`config.mk`:
```
export PLATFORM = sky130hd
export DESIGN_NAME = ecb_fifo
export DESIGN_NICKNAME = d
export VERILOG_FILES = /design/src/sv/ecb_pkg.sv /design/src/sv/ecb_fifo.sv
export SDC_FILE = /design/constraint.sdc
export NUM_CORES = 1
export LEC_CHECK = 0
export BUFFER_PORTS_ARGS = -buffer_cell sky130_fd_sc_hd__buf_4
export CAP_MARGIN = 0
export CORE_ASPECT_RATIO = 2
export CORE_UTILIZATION = 56
export DETAILED_ROUTE_END_ITERATION = 8
export PLACE_DENSITY = 0.78
export SLEW_MARGIN = 10
export SYNTH_ARGS = -nofsm -noshare
export SYNTH_HDL_FRONTEND = slang
export SYNTH_SLANG_ARGS = --single-unit
```
`constraint.sdc`:
```
create_clock -name i_clk -period 2.92 [get_ports i_clk]
set_input_delay 0.292 -clock i_clk [delete_from_list [all_inputs] [get_ports i_clk]]
set_output_delay 0.292 -clock i_clk [all_outputs]
set_load 0.02 [all_outputs]
```
`src/sv/ecb_pkg.sv`:
```
// ----------------------------------------------------------------------------
// ecb_pkg
// shared types and constants for the edge coverage bitmap core
// ----------------------------------------------------------------------------
package ecb_pkg;

    localparam int unsigned ADDR_BITS          = 16;
    localparam int unsigned ADDR_SPAN          = 65536;
    localparam int unsigned DEF_MAP_ENTRIES    = 65536;
    localparam int unsigned DEF_MAX_LIST_EDGES = 256;
    localparam int unsigned CNT_W              = 9;
    localparam int unsigned TOT_W              = 17;
    localparam int unsigned QUERY_STOP         = 5;
    localparam int unsigned RUN_CAP_MAX        = 511;
    localparam int unsigned Q_DEPTH            = 4;

    typedef enum logic [1:0] {
        K_UPDATE  = 2'd0,
        K_QUERY   = 2'd1,
        K_INIT    = 2'd2,
        K_RELEASE = 2'd3
    } t_kind;

    // one classified operation handed from the front to the back
    typedef struct packed {
        t_kind                kind;
        logic                 has_edge;
        logic                 last;
        logic [ADDR_BITS-1:0] idx;
    } t_op;

endpackage

```
`src/sv/ecb_fifo.sv`:
```
// ----------------------------------------------------------------------------
// ecb_fifo
// short operation queue between the front and the back
// ----------------------------------------------------------------------------
module ecb_fifo import ecb_pkg::*; (
    input  logic i_clk,
    input  logic i_rst_n,
    input  logic i_push,
    input  t_op  i_data,
    output logic o_full,
    input  logic i_pop,
    output t_op  o_data,
    output logic o_empty
);

    localparam int unsigned PTR_W = $clog2(Q_DEPTH);
    localparam int unsigned CNT_QW = $clog2(Q_DEPTH + 1);

    t_op               r_mem [Q_DEPTH];
    logic [PTR_W-1:0]  r_wp;
    logic [PTR_W-1:0]  r_rp;
    logic [CNT_QW-1:0] r_cnt;

    logic w_wr;
    logic w_rd;

    assign o_full  = r_cnt == CNT_QW'(Q_DEPTH);
    assign o_empty = r_cnt == '0;
    assign o_data  = r_mem[r_rp];
    assign w_wr    = i_push && !o_full;
    assign w_rd    = i_pop && !o_empty;

    always_ff @(posedge i_clk) begin
        if (!i_rst_n) begin
            r_wp  <= '0;
            r_rp  <= '0;
            r_cnt <= '0;
        end else begin
            if (w_wr) begin
                r_wp <= (r_wp == PTR_W'(Q_DEPTH - 1)) ? '0 : r_wp + PTR_W'(1);
            end
            if (w_rd) begin
                r_rp <= (r_rp == PTR_W'(Q_DEPTH - 1)) ? '0 : r_rp + PTR_W'(1);
            end
            if (w_wr && !w_rd) begin
                r_cnt <= r_cnt + CNT_QW'(1);
            end else if (w_rd && !w_wr) begin
                r_cnt <= r_cnt - CNT_QW'(1);
            end
        end
    end

    always_ff @(posedge i_clk) begin
        if (w_wr) begin
            r_mem[r_wp] <= i_data;
        end
    end

endmodule

```
==> out/qor.yml, run 1 <==
post_synth_num_cell_types: 23
post-dp-hpwl_mm: 3.84
post_drt_wl_per_cell_microns: 19.9
cts-root-to-sink-buffers: 2
maximum_vdd_ir_drop_mv: 0.573
critical-path-slowest-cell: "sky130_fd_sc_hd__dfxtp_1"
timing.critical_path.cells: "nor3b_2 > nor2b_1 > ha_1 > inv_1 > fa_1 > xor2_1 > or3_1 > a21boi_0"
synthXorXnorAreaFrac_pct: 0.522
numCtsBuffers: 9
clk_pin_slew_worst_paths_ns: 0.06
firstDrtPassIters: 6
maxClockFrequency_mhz: 414
power_leakage_uw: 0.00143
port-buffer-count: 45
yosysWarnings: 0
first_pass_grt_wire_length_mm: 8.85
start_util_pct: 58.3
synth_top_family_by_area: "multiplexers"
cts_tree: "built"
crit_fanout: 7
worstHoldEndpoint: "r_mem[2][13]$_DFFE_PP_"
via_count: 1609
post-route-util_pct: 70.3
synth.area.mux_share_pct: 14.3
cp_num_buf_inv: 1
maximum_number_of_pins_on_one_net_before_global_route_repair: 21
timing.setup.tns_ns: 0
postRouteAntennaNets: 0
synth.ff_latch_count: 89
wl_met2_mm: 3.16
synth_enable_flop_cells: 80
r2r_end: "r_cnt[2]$_SDFFE_PN0P_"
smallest_setup_slack_after_layout_ns: 0.506
power_density_nw_per_um2: 889
drt_iter0_drc: 82
hold_buffers: 0
die_y_microns: 112
crit_type: "flip-flop to flip-flop"
die_area_sq_um: 6330
r2r-start: "r_cnt[0]$_SDFFE_PN0P_"
post-route-period-util_pct: 82.7
routed_length_on_met3_microns: 247
nFillCells: 374
slew_violations: 0
unrepaired_setup_endpoints_after_global_routing: "false"
drcViolationCount: 4
finish.instance_area_sq_um: 4050
detailed_place.area_sq_um: 3790
slew_headroom_pct: 65.3
cpPeakStageDelay_ns: 0.46
cts_htree_levels: 3
place_ws_ns: 0.535
ys.flop_type: "sky130_fd_sc_hd__edfxtp_1"
wirelength_met1_mm: 2.01
clock_insertion_delay_worst_skew_ns: 0.32
min_delay_path_depth: 1
synth-adder-area-share_pct: 2.83
antenna_diode_count: 0
drt_wl_total_mm: 5.52
violations: "DRC"
reg2regPathDepth: 8
critical_path.startpoint_type: "flip-flop"
finalSetupViolCount: 0
clockRootBuffer: "sky130_fd_sc_hd__clkbuf_16"
placer_s_final_routability_congestion_estimate: 0.713
max-cap-violations: 0
design.core.area_sq_um: 5760
required_ns: 3.17
via_per_inst: 5.79
worst-r2r-setup-slack_ns: 0.51
number_of_global_route_vias_before_repair: 1799
synth_cells: 155
synth_compound_gate_area_share_pct: 0.894
synth-simple-area-share_pct: 3.20
cp_top_family: "simple AND/OR/NAND/NOR gates"
top_signal_layer_used: "met4"
synth_nets: 186
seq_area_frac_synth_pct: 76.9
final_common_cell: "sky130_fd_sc_hd__edfxtp_1"
power.total_uw: 3600
worst_hold_path_type: "primary input to flip-flop"
final-hold-violation-count: 0
cts_sinks: 89
critPathCaptureType: "flip-flop"
area.growth.synth_to_final_pct: 20.5
track_usage_pct: 19.7
cell_area_synth_sq_um: 3360
synthesis.area_per_instance_sq_um: 21.7
tightest_slew_ns: 0.516
grt_overflow_total: 0
clock_skew_ns: 0.00504
run_status: "complete, but fails checks"
floorplan.io_pins: 46
die_width_microns: 56.8
hold_path_startpoint: "i_data[13]"
final_nets: 243
async_flop_share_pct: 0
ctsResizeCount: 0
fraction_of_final_layout_cells_sized_beyond_drive_strength_1_pct: 38.7
post-route-min-period_ns: 2.41
arrival_ns: 2.66
cts_setup_buffers: 0
final_cell_mix: "sky130_fd_sc_hd__edfxtp_1, sky130_fd_sc_hd__buf_4, sky130_fd_sc_hd__mux4_2"
antenna_found_initial: 0
core.rowCount: 39
-- worst max-delay path by stage --
stage                          startpoint                    end  slack (ns)  cells past startpoint
finish              r_cnt[0]$_SDFFE_PN0P_  r_cnt[2]$_SDFFE_PN0P_        0.51                      8
global route        r_cnt[0]$_SDFFE_PN0P_  r_cnt[2]$_SDFFE_PN0P_        0.36                      8
CTS                 r_cnt[0]$_SDFFE_PN0P_  r_cnt[2]$_SDFFE_PN0P_        0.50                      8
detailed placement  r_cnt[0]$_SDFFE_PN0P_  r_cnt[2]$_SDFFE_PN0P_        0.54                      8
global placement    r_cnt[0]$_SDFFE_PN0P_  r_cnt[2]$_SDFFE_PN0P_        0.72                      8
floorplan           r_cnt[0]$_SDFFE_PN0P_  r_cnt[2]$_SDFFE_PN0P_        0.83                      7
-- per-stage QoR --
stage | hold slack (ns) | cells
2_1_floorplan | 0.391 | 155
3_3_place_gp | 0.480 | 262
3_5_place_dp | 0.498 | 262
4_1_cts | 0.156 | 278
5_1_grt | 0.151 | 278
6_report | 0.165 | 278
-- synth_stat cells, types with 2 or more instances --
cell / n / area (sq um)
sky130_fd_sc_hd__nor2_1: 2 / 7.51
sky130_fd_sc_hd__and2_1: 5 / 31.3
sky130_fd_sc_hd__o21ai_0: 3 / 15.0
sky130_fd_sc_hd__buf_4: 2 / 15.0
sky130_fd_sc_hd__mux4_2: 20 / 450
sky130_fd_sc_hd__nand3_1: 2 / 10.0
sky130_fd_sc_hd__ha_1: 6 / 75.1
sky130_fd_sc_hd__buf_2: 3 / 15.0
sky130_fd_sc_hd__mux2i_1: 3 / 30.0
sky130_fd_sc_hd__edfxtp_1: 80 / 2400
sky130_fd_sc_hd__nand2_1: 6 / 22.5
sky130_fd_sc_hd__inv_1: 3 / 11.3
sky130_fd_sc_hd__dfxtp_1: 9 / 180
sky130_fd_sc_hd__nor2b_1: 2 / 12.5
-- cells by family after synthesis --
logic type | after synthesis
AND/OR/NAND/NOR | 20
flip-flops | 89
buffers and inverters | 9
multiplexers | 23
XOR/XNOR | 2
AO/OA/AOI/OAI | 5
adder cells (fa/ha/maj) | 7
-- state kept, by name, indices dropped and copies added, names as in the netlist, named ones only --
register and flops:
r_cnt 3, r_mem 80, r_rp 2, r_wp 2
-- final cells by class --
cell class	instances	area, sq um	share of cell area, %
flip-flops and latches	89	2580	63.8
multi-input cells	57	731	18.1
repair buffers	52	390	9.64
clock buffers	12	236	5.84
well taps	61	76.3	1.89
clock inverters	4	20.0	0.495
inverters	3	11.3	0.278
-- routing by layer --
metal / up-vias / track usage, %
li1: 741 / -
met1: 817 / 21.0
met2: 43 / 34.8
met3: 8 / 6.39
met4: 0 / 8.78
met5: - / 0
-- power breakdown --
group	internal [uW]	switching, uW
logic	477	492
registers	1560	85.0
clock network	569	416
total	2600	993
-- worst reg2reg max path, stage by stage (launching register included) --
cell and delay [ns]:
sky130_fd_sc_hd__dfxtp_1 0.46, sky130_fd_sc_hd__nor3b_2 0.09, sky130_fd_sc_hd__nor2b_1 0.41, sky130_fd_sc_hd__ha_1 0.30, sky130_fd_sc_hd__inv_1 0.08, sky130_fd_sc_hd__fa_1 0.37, sky130_fd_sc_hd__xor2_1 0.16, sky130_fd_sc_hd__or3_1 0.30
sky130_fd_sc_hd__a21boi_0 0.18
Note: power is estimated with default switching activity, not from simulation.
==> run 2: changes to the inputs <==
==> constraint.sdc (replaced) <==
create_clock -name i_clk -period 2.55 [get_ports i_clk]
set_input_delay 0.255 -clock i_clk [delete_from_list [all_inputs] [get_ports i_clk]]
set_output_delay 0.255 -clock i_clk [all_outputs]
set_load 0.02 [all_outputs]
==> out/qor.yml, run 2 (synthesized netlist as in run 1, its figures left out) <==
seqPwrFrac_pct: 44.3  # -1.4 points
power_leakage_uw: 0.00147  # +2.8%
maximum_vdd_ir_drop_mv: 0.896  # +56%
power_frac_comb_pct: 27.4  # +0.4 points
final_cell_mix: "sky130_fd_sc_hd__edfxtp_1, sky130_fd_sc_hd__buf_4, sky130_fd_sc_hd__mux4_2"
track_usage_pct: 21.4  # +1.7 points
fraction_of_final_layout_cells_sized_beyond_drive_strength_1_pct: 41.2  # +2.5 points
post_drt_wl_per_cell_microns: 21.1  # +6.4%
final_cells: 282  # +1.4%
floorplan.io_pins: 46  # unchanged
antenna_diode_count: 0  # unchanged
drt_wl_total_mm: 5.96  # +8.0%
timing.setup.tns_ns: 0  # unchanged
final-hold-violation-count: 0  # unchanged
slew_violations: 0  # unchanged
clk_pin_slew_worst_paths_ns: 0.06  # about the same
die_area_sq_um: 6330  # unchanged
cts_sinks: 89  # unchanged
firstDrtPassIters: 6  # unchanged
max-cap-violations: 0  # unchanged
grt_overflow_total: 0  # unchanged
ctsResizeCount: 0  # unchanged
number_of_global_route_vias_before_repair: 1901  # +5.7%
core.rowCount: 39  # unchanged
die_width_microns: 56.8  # unchanged
crit_type: "flip-flop to flip-flop"
start_util_pct: 58.3  # unchanged
violations: "DRC"
antenna_found_initial: 0  # unchanged
post-dp-hpwl_mm: 4.27  # +11%
cts_htree_levels: 3  # unchanged
unrepaired_setup_endpoints_after_global_routing: "false"
numCtsBuffers: 9  # unchanged
cts_tree: "built"
slew_headroom_pct: 70.0  # +4.6 points
die_y_microns: 112  # unchanged
cts-root-to-sink-buffers: 2  # unchanged
first_pass_grt_wire_length_mm: 9.49  # +7.2%
maxClockFrequency_mhz: 453  # +9.4%
largest_registers: "r_mem x80, r_cnt x3"
biggest_register: "r_mem"
design.core.area_sq_um: 5760  # unchanged
worst-r2r-setup-slack_ns: 0.34  # -0.16 ns
dp_cells: 266  # +1.5%
post-route-min-period_ns: 2.21  # -0.208 ns
drcViolationCount: 4  # unchanged
clock_insertion_delay_worst_skew_ns: 0.33  # about the same
critical_path.startpoint_type: "flip-flop"
switching_part_of_the_total_power_pct: 27.6  # -0.062 points
largest_register_ffs: 80  # unchanged
p_int_uw: 3050  # +17%
run_status: "complete, but fails checks"
placer_s_final_routability_congestion_estimate: 0.722  # +1.3%
post-route-period-util_pct: 86.5  # +3.8 points
worst_hold_path_type: "primary input to flip-flop"
hold_buffers: 0  # unchanged
power.share.clock_pct: 28.4  # +1.0 points
cts_setup_buffers: 0  # unchanged
via_per_inst: 5.81  # +0.42%
clockRootBuffer: "sky130_fd_sc_hd__clkbuf_16"
via_count: 1639  # +1.9%
tightest_slew_ns: 0.451  # -0.0650 ns
critPathCaptureType: "flip-flop"
arrival_ns: 2.45  # -0.21 ns
port-buffer-count: 45  # unchanged
power.net_switching_uw: 1160  # +17%
final_common_cell: "sky130_fd_sc_hd__edfxtp_1"
finalSetupViolCount: 0  # unchanged
crit_fanout: 5  # -2
power_density_nw_per_um2: 1030  # +15%
area.growth.synth_to_final_pct: 22.4
final_nets: 247  # +1.6%
maximum_number_of_pins_on_one_net_before_global_route_repair: 21  # unchanged
clock_skew_ns: 0.00325  # -0.00178 ns
drt_iter0_drc: 56  # -32%
required_ns: 2.79  # -0.38 ns
nFillCells: 359  # -4.0%
postRouteAntennaNets: 0  # unchanged
-- run 2: changes by cell type in the layout (fill, tap and decap cells not counted), sizes merged --
| cell | delta |
|---|---|
| buf | +4 |
| clkbuf | +1 |
| clkinvlp | -1 |
-- run 2: worst max-delay path, stage by stage (launching register included) --
cell and delay [ns]:
sky130_fd_sc_hd__dfxtp_1 0.46, sky130_fd_sc_hd__nor3b_2 0.09, sky130_fd_sc_hd__nor2b_1 0.21, sky130_fd_sc_hd__ha_1 0.24
sky130_fd_sc_hd__inv_1 0.07, sky130_fd_sc_hd__fa_1 0.38, sky130_fd_sc_hd__xor2_1 0.16, sky130_fd_sc_hd__or3_1 0.30
sky130_fd_sc_hd__a21boi_0 0.21
-- run 2: per-layer routing --
layer	wire length, microns	share of wire (%)	GRT usage [%]
met1	1990	33	21.2
met2	3500	59	38.7
met3	297	5.0	6.62
met4	177	3.0	11.4
met5	0	0	0
-- run 2: path summary, 6_finish.rpt --
kind,startpoint,end,depth (start not counted)
worst max register to register,r_cnt[0]$_SDFFE_PN0P_,r_cnt[2]$_SDFFE_PN0P_,8
worst min-delay path,i_data[9],r_mem[2][9]$_DFFE_PP_,1
worst max-delay path,r_cnt[0]$_SDFFE_PN0P_,r_cnt[2]$_SDFFE_PN0P_,8
worst min register to register,r_wp[1]$_SDFFE_PN0P_,r_wp[1]$_SDFFE_PN0P_,2
-- run 2: final cells by class --
class / instances / area, sq um / area share (%)
clock buffer: 13 / 260 / 6.33
tap: 61 / 76.3 / 1.86
sequential: 89 / 2580 / 62.9
clock inverter: 3 / 15.0 / 0.365
multi-input combinational: 57 / 731 / 17.8
inverter: 3 / 11.3 / 0.274
timing repair buffer: 56 / 433 / 10.5
-- run 2: through the flow --
step           cell area, sq um  util [%]  setup WS [ns]  total power (uW)  hold slack (ns)
2_1_floorplan              3360         -          0.457              2610            0.354
3_3_place_gp               3830      66.6          0.577              2990            0.454
3_5_place_dp               3830      66.6          0.354              3070            0.461
4_1_cts                    4110      71.4          0.334              4260            0.116
5_1_grt                    4110      71.4          0.249              4400            0.115
6_report                   4110      71.4          0.344              4210            0.124
-- run 2: power by group through the flow --
| stage | Combinational [uW] | Clock [uW] | Sequential (uW) |
|---|---|---|---|
| after floorplan | 749 | 0 | 1860 |
| after global placement | 1120 | 0 | 1870 |
| after detailed placement | 1170 | 0 | 1900 |
| after CTS | 1170 | 1220 | 1870 |
| after global routing | 1240 | 1280 | 1880 |
| final | 1150 | 1190 | 1870 |
