<file path="src/sv/ecb_pkg.sv">
// ----------------------------------------------------------------------------
// ecb_pkg
// shared types and constants for the edge coverage bitmap core
// ----------------------------------------------------------------------------
package ecb_pkg;

    localparam int unsigned ADDR_BITS          = 16;
    localparam int unsigned ADDR_SPAN          = 65536;
    localparam int unsigned DEF_MAP_ENTRIES    = 65536;
    localparam int unsigned DEF_MAX_LIST_EDGES = 256;
    localparam int unsigned CNT_W              = 9;
    localparam int unsigned TOT_W              = 17;
    localparam int unsigned QUERY_STOP         = 5;
    localparam int unsigned RUN_CAP_MAX        = 511;
    localparam int unsigned Q_DEPTH            = 4;

    typedef enum logic [1:0] {
        K_UPDATE  = 2'd0,
        K_QUERY   = 2'd1,
        K_INIT    = 2'd2,
        K_RELEASE = 2'd3
    } t_kind;

    // one classified operation handed from the front to the back
    typedef struct packed {
        t_kind                kind;
        logic                 has_edge;
        logic                 last;
        logic [ADDR_BITS-1:0] idx;
    } t_op;

endpackage

</file>
<file path="src/sv/ecb_front.sv">
// ----------------------------------------------------------------------------
// ecb_front
// accepts input transactions, drops empty ones and reduces the address
// to a map index before handing them to the queue
// ----------------------------------------------------------------------------
module ecb_front import ecb_pkg::*; #(
    parameter int unsigned MAP_ENTRIES = DEF_MAP_ENTRIES
) (
    input  logic                 i_clk,
    input  logic                 i_rst_n,
    input  logic                 i_valid,
    output logic                 o_stall,
    input  logic [1:0]           i_kind,
    input  logic [63:0]          i_edge_addr,
    input  logic                 i_has_edge,
    input  logic                 i_last,
    output logic                 o_push,
    output t_op                  o_op,
    input  logic                 i_q_full
);

    localparam bit          IS_POW2   = (MAP_ENTRIES & (MAP_ENTRIES - 1)) == 0;
    localparam int unsigned RED_STEPS = IS_POW2 ? 1 :
        $clog2((ADDR_SPAN + MAP_ENTRIES - 1) / MAP_ENTRIES);
    localparam int unsigned LEFT_W    = $clog2(RED_STEPS + 1);
    localparam int unsigned DIV_W     = ADDR_BITS + 2;

    logic              r_hold;
    logic [LEFT_W-1:0] r_left;
    t_op               r_op;

    t_kind              w_kind;
    logic               w_list;
    logic               w_keep;
    logic               w_push;
    logic               w_take;
    logic [DIV_W-1:0]   w_div;
    logic [ADDR_BITS-1:0] w_idx_in;

    always_comb begin
        w_kind  = t_kind'(i_kind);
        w_list  = (w_kind == K_UPDATE) || (w_kind == K_QUERY);
        // a list item with neither edge nor last has no effect
        w_keep  = !w_list || i_has_edge || i_last;
        w_push  = r_hold && (r_left == '0) && !i_q_full;
        w_take  = i_valid && (!r_hold || w_push);
        w_div   = DIV_W'(MAP_ENTRIES) << (r_left - LEFT_W'(1));
        w_idx_in = IS_POW2 ? (i_edge_addr[ADDR_BITS-1:0] & ADDR_BITS'(MAP_ENTRIES - 1))
                           : i_edge_addr[ADDR_BITS-1:0];
    end

    assign o_stall = r_hold && !w_push;
    assign o_push  = w_push;
    assign o_op    = r_op;

    always_ff @(posedge i_clk) begin
        if (!i_rst_n) begin
            r_hold <= 1'b0;
            r_left <= '0;
        end else if (w_take) begin
            r_hold <= w_keep;
            r_left <= (w_list && i_has_edge && !IS_POW2) ? LEFT_W'(RED_STEPS) : '0;
        end else if (w_push) begin
            r_hold <= 1'b0;
        end else if (r_hold && r_left != '0) begin
            r_left <= r_left - LEFT_W'(1);
        end
    end

    // restoring reduction, one shifted modulus per cycle
    always_ff @(posedge i_clk) begin
        if (w_take) begin
            r_op.kind     <= w_kind;
            r_op.has_edge <= w_list && i_has_edge;
            r_op.last     <= i_last;
            r_op.idx      <= w_idx_in;
        end else if (r_hold && r_left != '0) begin
            if ({2'b00, r_op.idx} >= w_div) begin
                r_op.idx <= r_op.idx - w_div[ADDR_BITS-1:0];
            end
        end
    end

endmodule

</file>
<file path="config.mk">
export PLATFORM = sky130hd
export DESIGN_NAME = ecb_front
export DESIGN_NICKNAME = d
export VERILOG_FILES = /design/src/sv/ecb_pkg.sv /design/src/sv/ecb_front.sv
export SDC_FILE = /design/constraint.sdc
export NUM_CORES = 1
export LEC_CHECK = 0
export BUFFER_PORTS_ARGS = -buffer_cell sky130_fd_sc_hd__buf_2
export CORE_MARGIN = 2
export CORE_UTILIZATION = 34
export DETAILED_ROUTE_END_ITERATION = 8
export PLACE_DENSITY = 0.75
export SLEW_MARGIN = 25
export SYNTH_ARGS = -nofsm -noshare
export SYNTH_HDL_FRONTEND = slang
export SYNTH_SLANG_ARGS = --single-unit
</file>
<file path="constraint.sdc">
create_clock -name i_clk -period 1.6 [get_ports i_clk]
set_input_delay 0.16 -clock i_clk [delete_from_list [all_inputs] [get_ports i_clk]]
set_output_delay 0.16 -clock i_clk [all_outputs]
set_load 0.1 [all_outputs]
</file>
==> summary by stage, run 1 <==
Worst setup path
Data on the critical path arrives at its endpoint at 1.36 ns. The register-to-register setup slack is 0.33 ns. In this design, the stage delay of the slowest critical-path cell is 0.41 ns. The cell family contributing the most delay on the critical path is buffers and inverters. The slowest stage of the critical path is the sky130_fd_sc_hd__dfxtp_1 cell. The endpoint identified for the worst register-to-register timing path is o_op[1]. At the worst endpoint, the required time is 1.44 ns.

The worst setup path is launched from a register. The largest fanout of any net on the critical path is 14. The category of the critical setup timing path is register to primary output. The critical path contains buffers and inverters numbering 2 combined. Traced cell by cell, the critical path runs through o21ai_4 > inv_2 > buf_12. The worst register-to-register path begins at r_left. STA classifies the critical path endpoint as a primary output. Measured in cells, the most critical reg-to-reg path has a length of 3.

Floorplan
Once the floorplan was initialized, standard cells occupied 36.3% of the core. The die covers 3820 um2. The width of the die is 61.8 um. The core region is 3130 um2. The floorplan has 20 rows.

The height of the die is 61.8 um. The number of placed I/O pins is 94.

STA
The max-slew violation count is 0. Final hold analysis gives a worst-case slack of 0.0329 ns. Headroom to the max-slew limit came out at 67.4%. In the final timing run, aggregate negative setup slack is 0 ns. The final-report hold violation count is 0.

The number of endpoints failing setup at the final stage is 0. The highest clock rate is 657 MHz. For the pin with the worst max-slew slack, the measured transition is 0.493 ns. The post-route minimum period is 1.52 ns.

Setup repair after global routing left no endpoint under its margin. Clock skew on the completed layout was measured at 0.00409 ns. The post-route clock period utilization is 95.2%.

Routing
The initial DRC count is 36. The wire length reported by the detailed router is 2.65 mm. The per-cell via count in the routed design is 5.01.

For this run, design rule violations remaining after detail routing come to 0. The routed via count is 927. In the final routed layout, each cell accounts on average for 14.3 um. The first-pass iteration count of the detailed router is 4. The number of nets with antenna violations after detailed routing is 0.

GRT
The first global-routing pass estimated 4.02 mm of wire. The number of antenna violations at the first check in global routing was 0. The via count of the first global-routing pass is 894.

The global router's overall resource usage is 14.5%. Entering global routing, the biggest net connects 18 pins. For this run the aggregate overflow at the end of global routing stands at 0.

Synth
The sequential-to-total area share from yosys stat is 56.4%. For this run, the number of Yosys warnings is 0. The net count after synthesis is 164. The post-synth design cell area is 1140 um2. Synthesis produced 92 cells. The post-synthesis average cell area is 12.3 um2. The leading register cell type out of synthesis is sky130_fd_sc_hd__edfxtp_1. The number of storage elements in the synthesis netlist is 22. The async set or reset register ratio after synthesis is 0%.

The number of flops mapped to enable cells by yosys is 20. The count of cell types in the netlist is 18.

Clock network
In this run the deepest clock path goes through 2 buffers. The clock root buffer is sky130_fd_sc_hd__clkbuf_4. The later pin in the worst-skew pair is clocked with a latency of 0.31 ns. The clock drives 22 sinks. Once the clock tree was built, the setup fixing pass inserted 0 buffers.

In this run, CTS created clock tree buffers numbering 3. The clock slew seen by the registers of the worst setup and hold paths is 0.12 ns. TritonCTS built the clock tree. The number of H-tree levels is 1.

Placed design
During placement, the flow inserted port buffers numbering 45. The placer congestion estimate is 0.755. Summed over all nets, the half-perimeter wirelength after detailed placement is 1.85 mm. The count of placed standard cells including taps is 180.

Final layout
The repair_antennas step left the layout with diodes totalling 0. The final standard cell utilization of the core is 48.4%. The fraction of final layout cells sized beyond drive strength 1 is 48.2%. The synthesis-to-layout area growth is 33.3%.

The number of inserted filler cells in the final layout is 298. The count of cells in the finished layout, fillers not included, comes to 185. The net total in the final layout is 214.

Pwr
The post-route total power is 0.00154 W. The power per cell area is 1020 nW/um2. The maximum resistive drop on vdd is 0.379 mV. Summed over all cells, the static leakage comes to 0.621 nW.

Run
The tool flagged a number of max-cap violations equal to 0.

Run status
The run finished with clean final reports.

Worst hold path
The worst hold path begins at i_last. For hold timing, the worst endpoint is o_op[16]. The cell depth of the worst hold path is 1.

The worst hold path belongs to the class input pin to register.
-- layer usage --
layer  global-route usage (%)  up-vias  routed length [um]  share of wire (%)
met2                     22.6       36                1210                 45
met4                     7.60        0                  52                2.0
met1                     19.5      438                1240                 47
li1                         -      449                   -                  -
met5                        0        -                   0                  0
met3                     2.28        4                 150                5.7
-- power breakdown --
| part | total (W) | switching (W) | internal (W) |
|---|---|---|---|
| clock | 0.000311 | 0.000172 | 0.000139 |
| sequential | 0.000709 | 0.0000266 | 0.000682 |
| combinational | 0.000521 | 0.000407 | 0.000113 |
| total | 0.00154 | 0.000606 | 0.000934 |
-- sequential cells by signal, indices dropped and copies added, names as in the netlist --
| register | cells |
|---|---|
| o_op | 20 |
| r_left | 1 |
| r_hold | 1 |
-- repair_timing --
item,4_1_cts,5_1_grt
gates resized for setup,0,1
endpoints found under the setup margin,0,1
hold endpoints to repair,0,1
hold buffers,0,1
-- per-stage QoR --
step                      instance area, um2  setup slack [ns]
after detailed placement                1460             0.249
final                                   1510            0.0776
after CTS                               1500            0.0501
after global placement                  1460             0.303
after floorplan                         1150            0.0339
after global routing                    1510            0.0101
-- worst max-delay path by stage --
stage / depth (start not counted) / from / slack, ns / endpoint
final: 3 / r_left / 0.08 / o_stall
after global routing: 3 / r_left / 0.01 / o_stall
after CTS: 3 / r_hold / 0.05 / o_push
after detailed placement: 4 / i_q_full / 0.25 / o_op[3]
after global placement: 4 / i_q_full / 0.30 / o_op[15]
after floorplan: 2 / r_left / 0.03 / o_push
-- placed cells by master (no fill, tap or decap), types with 2 or more instances in the layout --
cell type / Yosys / final
sky130_fd_sc_hd__edfxtp_1: 20 / 20
sky130_fd_sc_hd__o211ai_1: 17 / 17
sky130_fd_sc_hd__clkbuf_4: 0 / 3
sky130_fd_sc_hd__buf_2: 4 / 43
sky130_fd_sc_hd__buf_12: 0 / 2
sky130_fd_sc_hd__nand2b_1: 13 / 13
sky130_fd_sc_hd__dfxtp_1: 2 / 2
sky130_fd_sc_hd__nand2_1: 13 / 13
sky130_fd_sc_hd__o211ai_2: 9 / 9
sky130_fd_sc_hd__buf_4: 0 / 5
sky130_fd_sc_hd__and3_1: 3 / 3
-- synth_stat cells (2+ instances only) --
master	n	area share [%]
sky130_fd_sc_hd__edfxtp_1	20	53
sky130_fd_sc_hd__o211ai_1	17	11
sky130_fd_sc_hd__nand2_1	13	4.3
sky130_fd_sc_hd__nand2b_1	13	7.2
sky130_fd_sc_hd__o211ai_2	9	9.9
sky130_fd_sc_hd__buf_2	4	1.8
sky130_fd_sc_hd__and3_1	3	1.7
sky130_fd_sc_hd__clkbuf_1	2	0.66
sky130_fd_sc_hd__dfxtp_1	2	3.5
-- cell families after synthesis --
logic type | count (synthesis) | share of synthesized area [%]
compound gates | 29 | 23.9
flops | 22 | 56.4
buf+inv | 8 | 3.74
simple gates | 33 | 16.0
-- cell type report --
| type | instances | area, um2 | area share, % |
|---|---|---|---|
| Clock buffer | 4 | 36.3 | 2.40 |
| Tap cell | 44 | 55.1 | 3.64 |
| Multi-Input combinational cell | 62 | 464 | 30.7 |
| Timing Repair Buffer | 52 | 314 | 20.7 |
| Sequential cell | 22 | 641 | 42.3 |
| Inverter | 1 | 3.75 | 0.248 |
Power figures use the tool's default switching activity.
==> run 2: changes to the inputs <==
- RECOVER_POWER: default -> 50
==> run 2 against run 1 <==
Clock-buffer cell count did not move. Die area did not move. Hold slack improved by 0.016 ns. Worst setup slack improved by 0.029 ns. Wire length fell by 0.72%.
==> summary by stage, run 2 (same netlist as run 1, synthesis figures left out) <==
Clock network
The total clock buffers created by CTS was 3 (unchanged). The clock slew seen by the registers of the worst setup and hold paths was 0.12 ns (about the same). The clock root buffer is sky130_fd_sc_hd__clkbuf_4 (unchanged). The number of H-tree levels is 1 (unchanged). The TritonCTS sink count is 22 (unchanged). The maximum buffer depth of the clock tree is 2 (unchanged). The clock latency on the worst-skew pair is 0.31 ns (about the same). The TritonCTS clock tree is built (unchanged).

Worst setup path
The endpoint type of the worst setup path was a primary output (unchanged). The highest cell delay on the worst timing path is 0.41 ns (about the same). The slowest library cell on the worst path is sky130_fd_sc_hd__dfxtp_1 (unchanged). The category of the critical setup timing path is register to primary output (unchanged). The data required time at the worst endpoint is 1.44 ns (about the same).

The origin of the worst setup path is r_hold (was r_left). The launching point of the worst reg2reg path is r_left (unchanged). The largest fanout of any net on the critical path is 15 (was 14). The element type at the critical path start is a register (unchanged). The cell class contributing the biggest share of worst-path delay is flip-flops (was buffers and inverters).

The worst path buffer plus inverter count is 2 (unchanged). The arrival time of the worst setup path is 1.33 ns (was 1.36 ns). Cell breakdown of the critical path: buf_6 > nor3b_4 > buf_12 (was o21ai_4 > inv_2 > buf_12).

STA
The setup slack of the critical path after layout is 0.107 ns (was 0.0776 ns). The max-slew violation count is 0 (unchanged). The final-report hold violation count is 0 (unchanged). The remaining max-slew budget at the tightest pin is 63.8% (was 67.4%). Unrepaired setup endpoints after global routing: no (unchanged). The transition time at the pin with the least slew margin came to 0.545 ns (was 0.493 ns). The total negative setup slack is 0 ns (unchanged). The highest clock rate came to 670 MHz (was 657 MHz).

The post-route clock period utilization is 93.3% (was 95.2%). The number of endpoints failing setup at the final stage is 0 (unchanged). The post-route minimum period came to 1.49 ns (was 1.52 ns). The post-route clock skew is 0.00387 ns (was 0.00409 ns).

Pwr
The net switching component of the power is 0.000599 W (was 0.000606 W). The power per cell area was 1040 nW/um2 (was 1020 nW/um2). The part of the power in registers is 46.5% (was 46.0%). The relative contribution of combinational cells to total power is 33.2% (was 33.8%). The maximum resistive drop on vdd is 0.368 mV (was 0.379 mV). The switching part of the total power is 39.3% (about the same). The clock power share is 20.3% (was 20.2%).

The leakage power is 0.576 nW (was 0.621 nW). The internal power is 0.000926 W (was 0.000934 W).

Routing
The number of nets with antenna violations after detailed routing came to 0 (unchanged). The wire length reported by the detailed router is 2.63 mm (was 2.65 mm). The first-pass iteration count of the detailed router is 4 (unchanged). The residual DRC count is 0 (unchanged). The wire length per cell came to 14.2 um (was 14.3 um). The routed via count is 935 (was 927).

The per-cell via count in the routed design is 5.05 (was 5.01). The initial DRC count is 27 (was 36).

Final layout
Commonest cells after routing, fill and taps aside: 37 x sky130_fd_sc_hd__buf_2, 24 x sky130_fd_sc_hd__o211ai_1, 20 x sky130_fd_sc_hd__edfxtp_1 (was 43 x sky130_fd_sc_hd__buf_2, 20 x sky130_fd_sc_hd__edfxtp_1, 17 x sky130_fd_sc_hd__o211ai_1). The synthesis-to-layout area growth is 29.3% (was 33.3%). The flip-flop count of the largest register after layout is 20 (unchanged). The fraction of final layout cells sized beyond drive strength 1 is 40.4% (was 48.2%). The final standard cell utilization of the core is 47.0% (was 48.4%).

The most common library cell in the layout ignoring fill and taps is sky130_fd_sc_hd__buf_2 (unchanged). The number of antenna cells inserted came to 0 (unchanged). The net total in the final layout came to 214 (unchanged).

Worst hold path
The worst min-delay path startpoint is i_last (unchanged). The class of the tightest hold or removal check is input pin to register (unchanged).

Placed design
The placement-stage worst setup slack is 0.249 ns (unchanged). The placer congestion estimate is 0.755 (unchanged). The HPWL after detailed placement is 1.85 mm (unchanged). The count of input and output buffers is 45 (unchanged).

Floorplan
The effective utilization at floorplan is 36.3% (unchanged). The height of the die is 61.8 um (unchanged). The width of the die is 61.8 um (unchanged).

The number of standard-cell rows in the floorplan is 20 (unchanged). The number of placed I/O pins is 94 (unchanged). The area of the die is 3820 um2 (unchanged).

The placeable core region is 3130 um2 (unchanged).

Run status
Status: complete, no violations (unchanged).

GRT
The number of antenna violations at the first check in global routing was 0 (unchanged). The largest net degree at the start of global routing is 18 (unchanged). The total global routing overflow is 0 (unchanged).

The global-route wire length before repair is 4.02 mm (unchanged). The global router's overall resource usage was 14.5% (unchanged). The via count of the first global-routing pass came to 894 (unchanged).

Run
The number of max-capacitance violations reported was 0 (unchanged).
[run 2: final cells by class]
| class | instances | area, um2 |
|---|---|---|
| Fill cell | 305 | 1660 |
| Inverter | 1 | 3.75 |
| Clock buffer | 4 | 36.3 |
| Sequential cell | 22 | 641 |
| Multi-Input combinational cell | 62 | 429 |
| Tap cell | 44 | 55.1 |
| Timing Repair Buffer | 52 | 304 |
[run 2: path summary, 6_finish.rpt]
kind | end | slack [ns] | depth (start not counted)
max reg2reg | o_op[18] | 0.14 | 3
min | o_op[16] | 0.05 | 1
min reg2reg | r_hold | 0.58 | 2
max | o_push | 0.11 | 3
[run 2: power groups by stage]
stage | Clock [W] | Sequential [W] | Combinational (W)
global route | 0.000334 | 0.000715 | 0.000528
global placement | 0 | 0.000720 | 0.000510
finish | 0.000310 | 0.000709 | 0.000506
floorplan | 0 | 0.00101 | 0.000121
CTS | 0.000316 | 0.000709 | 0.000520
detailed placement | 0 | 0.000721 | 0.000519
[run 2: through the flow]
stage	power, W	area (um2)	hold slack [ns]	std cells
2_1_floorplan	0.00113	1150	0.259	92
6_report	0.00152	1470	0.0487	185
3_5_place_dp	0.00124	1460	0.339	180
5_1_grt	0.00158	1470	0.0585	185
3_3_place_gp	0.00123	1460	0.336	180
4_1_cts	0.00154	1500	0.00395	184
[run 2: worst register-to-register path: stages (launching register included)]
cell and delay [ns]:
sky130_fd_sc_hd__dfxtp_1 0.36, sky130_fd_sc_hd__o21ai_4 0.22, sky130_fd_sc_hd__and2_0 0.22, sky130_fd_sc_hd__clkbuf_1 0.33
[run 2: timing repair]
item | CTS | global route
setup buffers | 0 | 0
hold endpoints to repair | 0 | 1
gates resized for setup | 0 | 1
hold buffers | 0 | 1
endpoints found under the setup margin | 0 | 1
[run 2: metal layers]
metal / GRT usage (%) / part of all wire, % / wire, um / up-vias
li1: - / - / - / 449
met4: 7.60 / 2.0 / 52 / 0
met1: 19.5 / 46 / 1210 / 446
met5: 0 / 0 / 0 / -
met3: 2.28 / 5.9 / 154 / 4
met2: 22.6 / 46 / 1220 / 36
==> run 3: changes to the inputs <==
- ABC_AREA: default -> 0
- PLACE_DENSITY: 0.75 -> 0.74
==> run 3 against run 2 <==
Design area shrank 0.94%. Wire length rose by 1.0%. First-iteration DRC count is 26% higher. Worst setup slack got worse by 0.043 ns. Final cell count is 1.6% lower. Power fell by 0.43%. Largest cell class unchanged. Highest routed layer unchanged.
==> summary by stage, run 3 (same netlist as run 1, synthesis figures left out) <==
Worst hold path
The class of the tightest hold or removal check is input pin to register (unchanged). The worst min-delay path startpoint is i_kind[0] (was i_last). The cell depth of the worst hold path is 1 (unchanged). The end point of the worst hold path is o_op[18] (was o_op[16]).

Worst setup path
The element type at the critical path start is a register (unchanged). The register-to-register setup slack came to 0.14 ns (about the same). The destination of the worst register-to-register timing path is o_op[4] (was o_op[18]).

The arrival time of the worst setup path is 1.38 ns (was 1.33 ns). The slowest library cell on the worst path is sky130_fd_sc_hd__dfxtp_1 (unchanged). The data required time at the worst endpoint is 1.44 ns (about the same). The worst reg2reg path depth is 3 (unchanged).

The largest fanout of any net on the critical path is 15 (unchanged). The launching point of the worst reg2reg path is r_left (unchanged). The category of the critical setup timing path is register to primary output (unchanged). The highest cell delay on the worst timing path came to 0.39 ns (was 0.41 ns). The endpoint type of the worst setup path is a primary output (unchanged). Cell breakdown of the critical path: buf_4 > nor3b_4 > buf_12 (was buf_6 > nor3b_4 > buf_12).

STA
The max-slew violation count is 0 (unchanged). The number of endpoints failing setup at the final stage is 0 (unchanged). The highest clock rate is 651 MHz (was 670 MHz).

The post-route minimum period was 1.54 ns (was 1.49 ns). Unrepaired setup endpoints after global routing: no (unchanged). The post-route clock skew is 0.00361 ns (was 0.00387 ns). The post-route clock period utilization is 96.0% (was 93.3%). The final-report hold violation count is 0 (unchanged). The transition time at the pin with the least slew margin was 0.539 ns (was 0.545 ns). The remaining max-slew budget at the tightest pin is 64.2% (was 63.8%). The total negative setup slack is 0 ns (unchanged).

Clock network
The maximum buffer depth of the clock tree is 2 (unchanged). The TritonCTS clock tree is built (unchanged). The total clock buffers created by CTS was 3 (unchanged).

The number of H-tree levels came to 1 (unchanged). The clock latency on the worst-skew pair is 0.31 ns (about the same). The TritonCTS sink count is 22 (unchanged). The clock slew seen by the registers of the worst setup and hold paths is 0.12 ns (about the same). The clock root buffer was sky130_fd_sc_hd__clkbuf_4 (unchanged). The post-CTS setup repair buffer count is 0 (unchanged). The number of gates given a new drive strength after cts came to 0 (unchanged). The hold buffer count at CTS is 0 (unchanged).

Pwr
The power per cell area is 1040 nW/um2 (about the same). The internal power is 0.000922 W (was 0.000926 W). The maximum resistive drop on vdd was 0.397 mV (was 0.368 mV).

The net switching component of the power is 0.000596 W (was 0.000599 W). The part of the power in registers is 46.7% (was 46.5%). The clock power share is 20.2% (was 20.3%). The switching part of the total power is 39.3% (about the same). The relative contribution of combinational cells to total power was 33.1% (was 33.2%). The leakage power is 0.577 nW (was 0.576 nW).

Final layout
The fraction of final layout cells sized beyond drive strength 1 is 42.8% (was 40.4%). Commonest cells after routing, fill and taps aside: 41 x sky130_fd_sc_hd__buf_2, 22 x sky130_fd_sc_hd__o211ai_1, 20 x sky130_fd_sc_hd__edfxtp_1 (was 37 x sky130_fd_sc_hd__buf_2, 24 x sky130_fd_sc_hd__o211ai_1, 20 x sky130_fd_sc_hd__edfxtp_1). The most common library cell in the layout ignoring fill and taps is sky130_fd_sc_hd__buf_2 (unchanged). The net total in the final layout is 211 (was 214).

The synthesis-to-layout area growth is 28.1% (was 29.3%). The number of antenna cells inserted is 0 (unchanged). The flip-flop count of the largest register after layout is 20 (unchanged). The count of placed standard cells in the final layout, fillers left out is 182 (was 185). The number of inserted filler cells in the final layout was 301 (was 305).

Placed design
The placer congestion estimate is 0.688 (was 0.755). The count of placed standard cells including taps is 178 (was 180). The HPWL after detailed placement came to 1.85 mm (about the same).

The count of input and output buffers is 45 (unchanged).

Routing
The residual DRC count is 0 (unchanged). The routed via count is 928 (was 935). The initial DRC count is 34 (was 27).

The number of nets with antenna violations after detailed routing came to 0 (unchanged). The wire length per cell is 14.6 um (was 14.2 um). The per-cell via count in the routed design is 5.10 (was 5.05). The first-pass iteration count of the detailed router came to 4 (unchanged).

The wire length reported by the detailed router is 2.66 mm (was 2.63 mm).

GRT
The global-route wire length before repair is 4.11 mm (was 4.02 mm). The number of antenna violations at the first check in global routing was 0 (unchanged). The total global routing overflow was 0 (unchanged). The global router's overall resource usage is 15.1% (was 14.5%).

The largest net degree at the start of global routing came to 21 (was 18). The via count of the first global-routing pass was 927 (was 894).

Run status
Status: complete, no violations (unchanged).

Floorplan
The effective utilization at floorplan was 36.3% (unchanged). The height of the die is 61.8 um (unchanged). The number of standard-cell rows in the floorplan is 20 (unchanged). The number of placed I/O pins is 94 (unchanged).

The area of the die is 3820 um2 (unchanged). The placeable core region is 3130 um2 (unchanged). The width of the die was 61.8 um (unchanged).

Run
The number of max-capacitance violations reported is 0 (unchanged).
==> run 3: routing by layer <==
metal	GRT usage, %	up-vias	part of all wire, %
met4	8.21	0	2.0
met2	25.7	37	44
met5	0	-	0
li1	-	447	-
met1	18.9	440	48
met3	1.45	4	6.0
==> run 3: final cells by class <==
type | instances | area [um2] | share of cell area (%)
Multi-Input combinational cell | 62 | 439 | 30.2
Sequential cell | 22 | 641 | 44.0
Timing Repair Buffer | 49 | 280 | 19.3
Inverter | 1 | 3.75 | 0.258
Tap cell | 44 | 55.1 | 3.78
Clock buffer | 4 | 36.3 | 2.49
==> run 3: worst max-delay path, delay by kind of cell (launching register included) <==
family,cells,cell delay [ns]
buffers and inverters,2,0.44
DFF,1,0.39
and+or+nand+nor,1,0.24
==> run 3: how the worst max path moves through the flow <==
stage                     startpoint      end  slack (ns)
after floorplan               r_left   o_push        0.03
after detailed placement    i_q_full  o_op[5]        0.26
final                         r_hold   o_push        0.06
after global placement      i_q_full  o_op[3]        0.30
after global routing          r_hold   o_push        0.01
after CTS                     r_hold   o_push        0.05
==> run 3: stage by stage <==
stage          area, um2  util, %  hold WS, ns  worst slack (ns)  total power [W]
3_3_place_gp        1460     46.7        0.336             0.298          0.00123
2_1_floorplan       1150        -        0.259            0.0339          0.00113
3_5_place_dp        1460     46.7        0.350             0.261          0.00124
5_1_grt             1460     46.5      0.00980            0.0137          0.00157
4_1_cts             1500     47.9       0.0244            0.0516          0.00154
6_report            1460     46.5       0.0320            0.0634          0.00152
==> run 3: power groups by stage <==
stage | sequential (W) | combinational [W] | clock, W
2_1_floorplan | 0.00101 | 0.000121 | 0
3_3_place_gp | 0.000719 | 0.000512 | 0
3_5_place_dp | 0.000722 | 0.000519 | 0
4_1_cts | 0.000709 | 0.000520 | 0.000314
5_1_grt | 0.000714 | 0.000526 | 0.000333
6_report | 0.000709 | 0.000503 | 0.000306
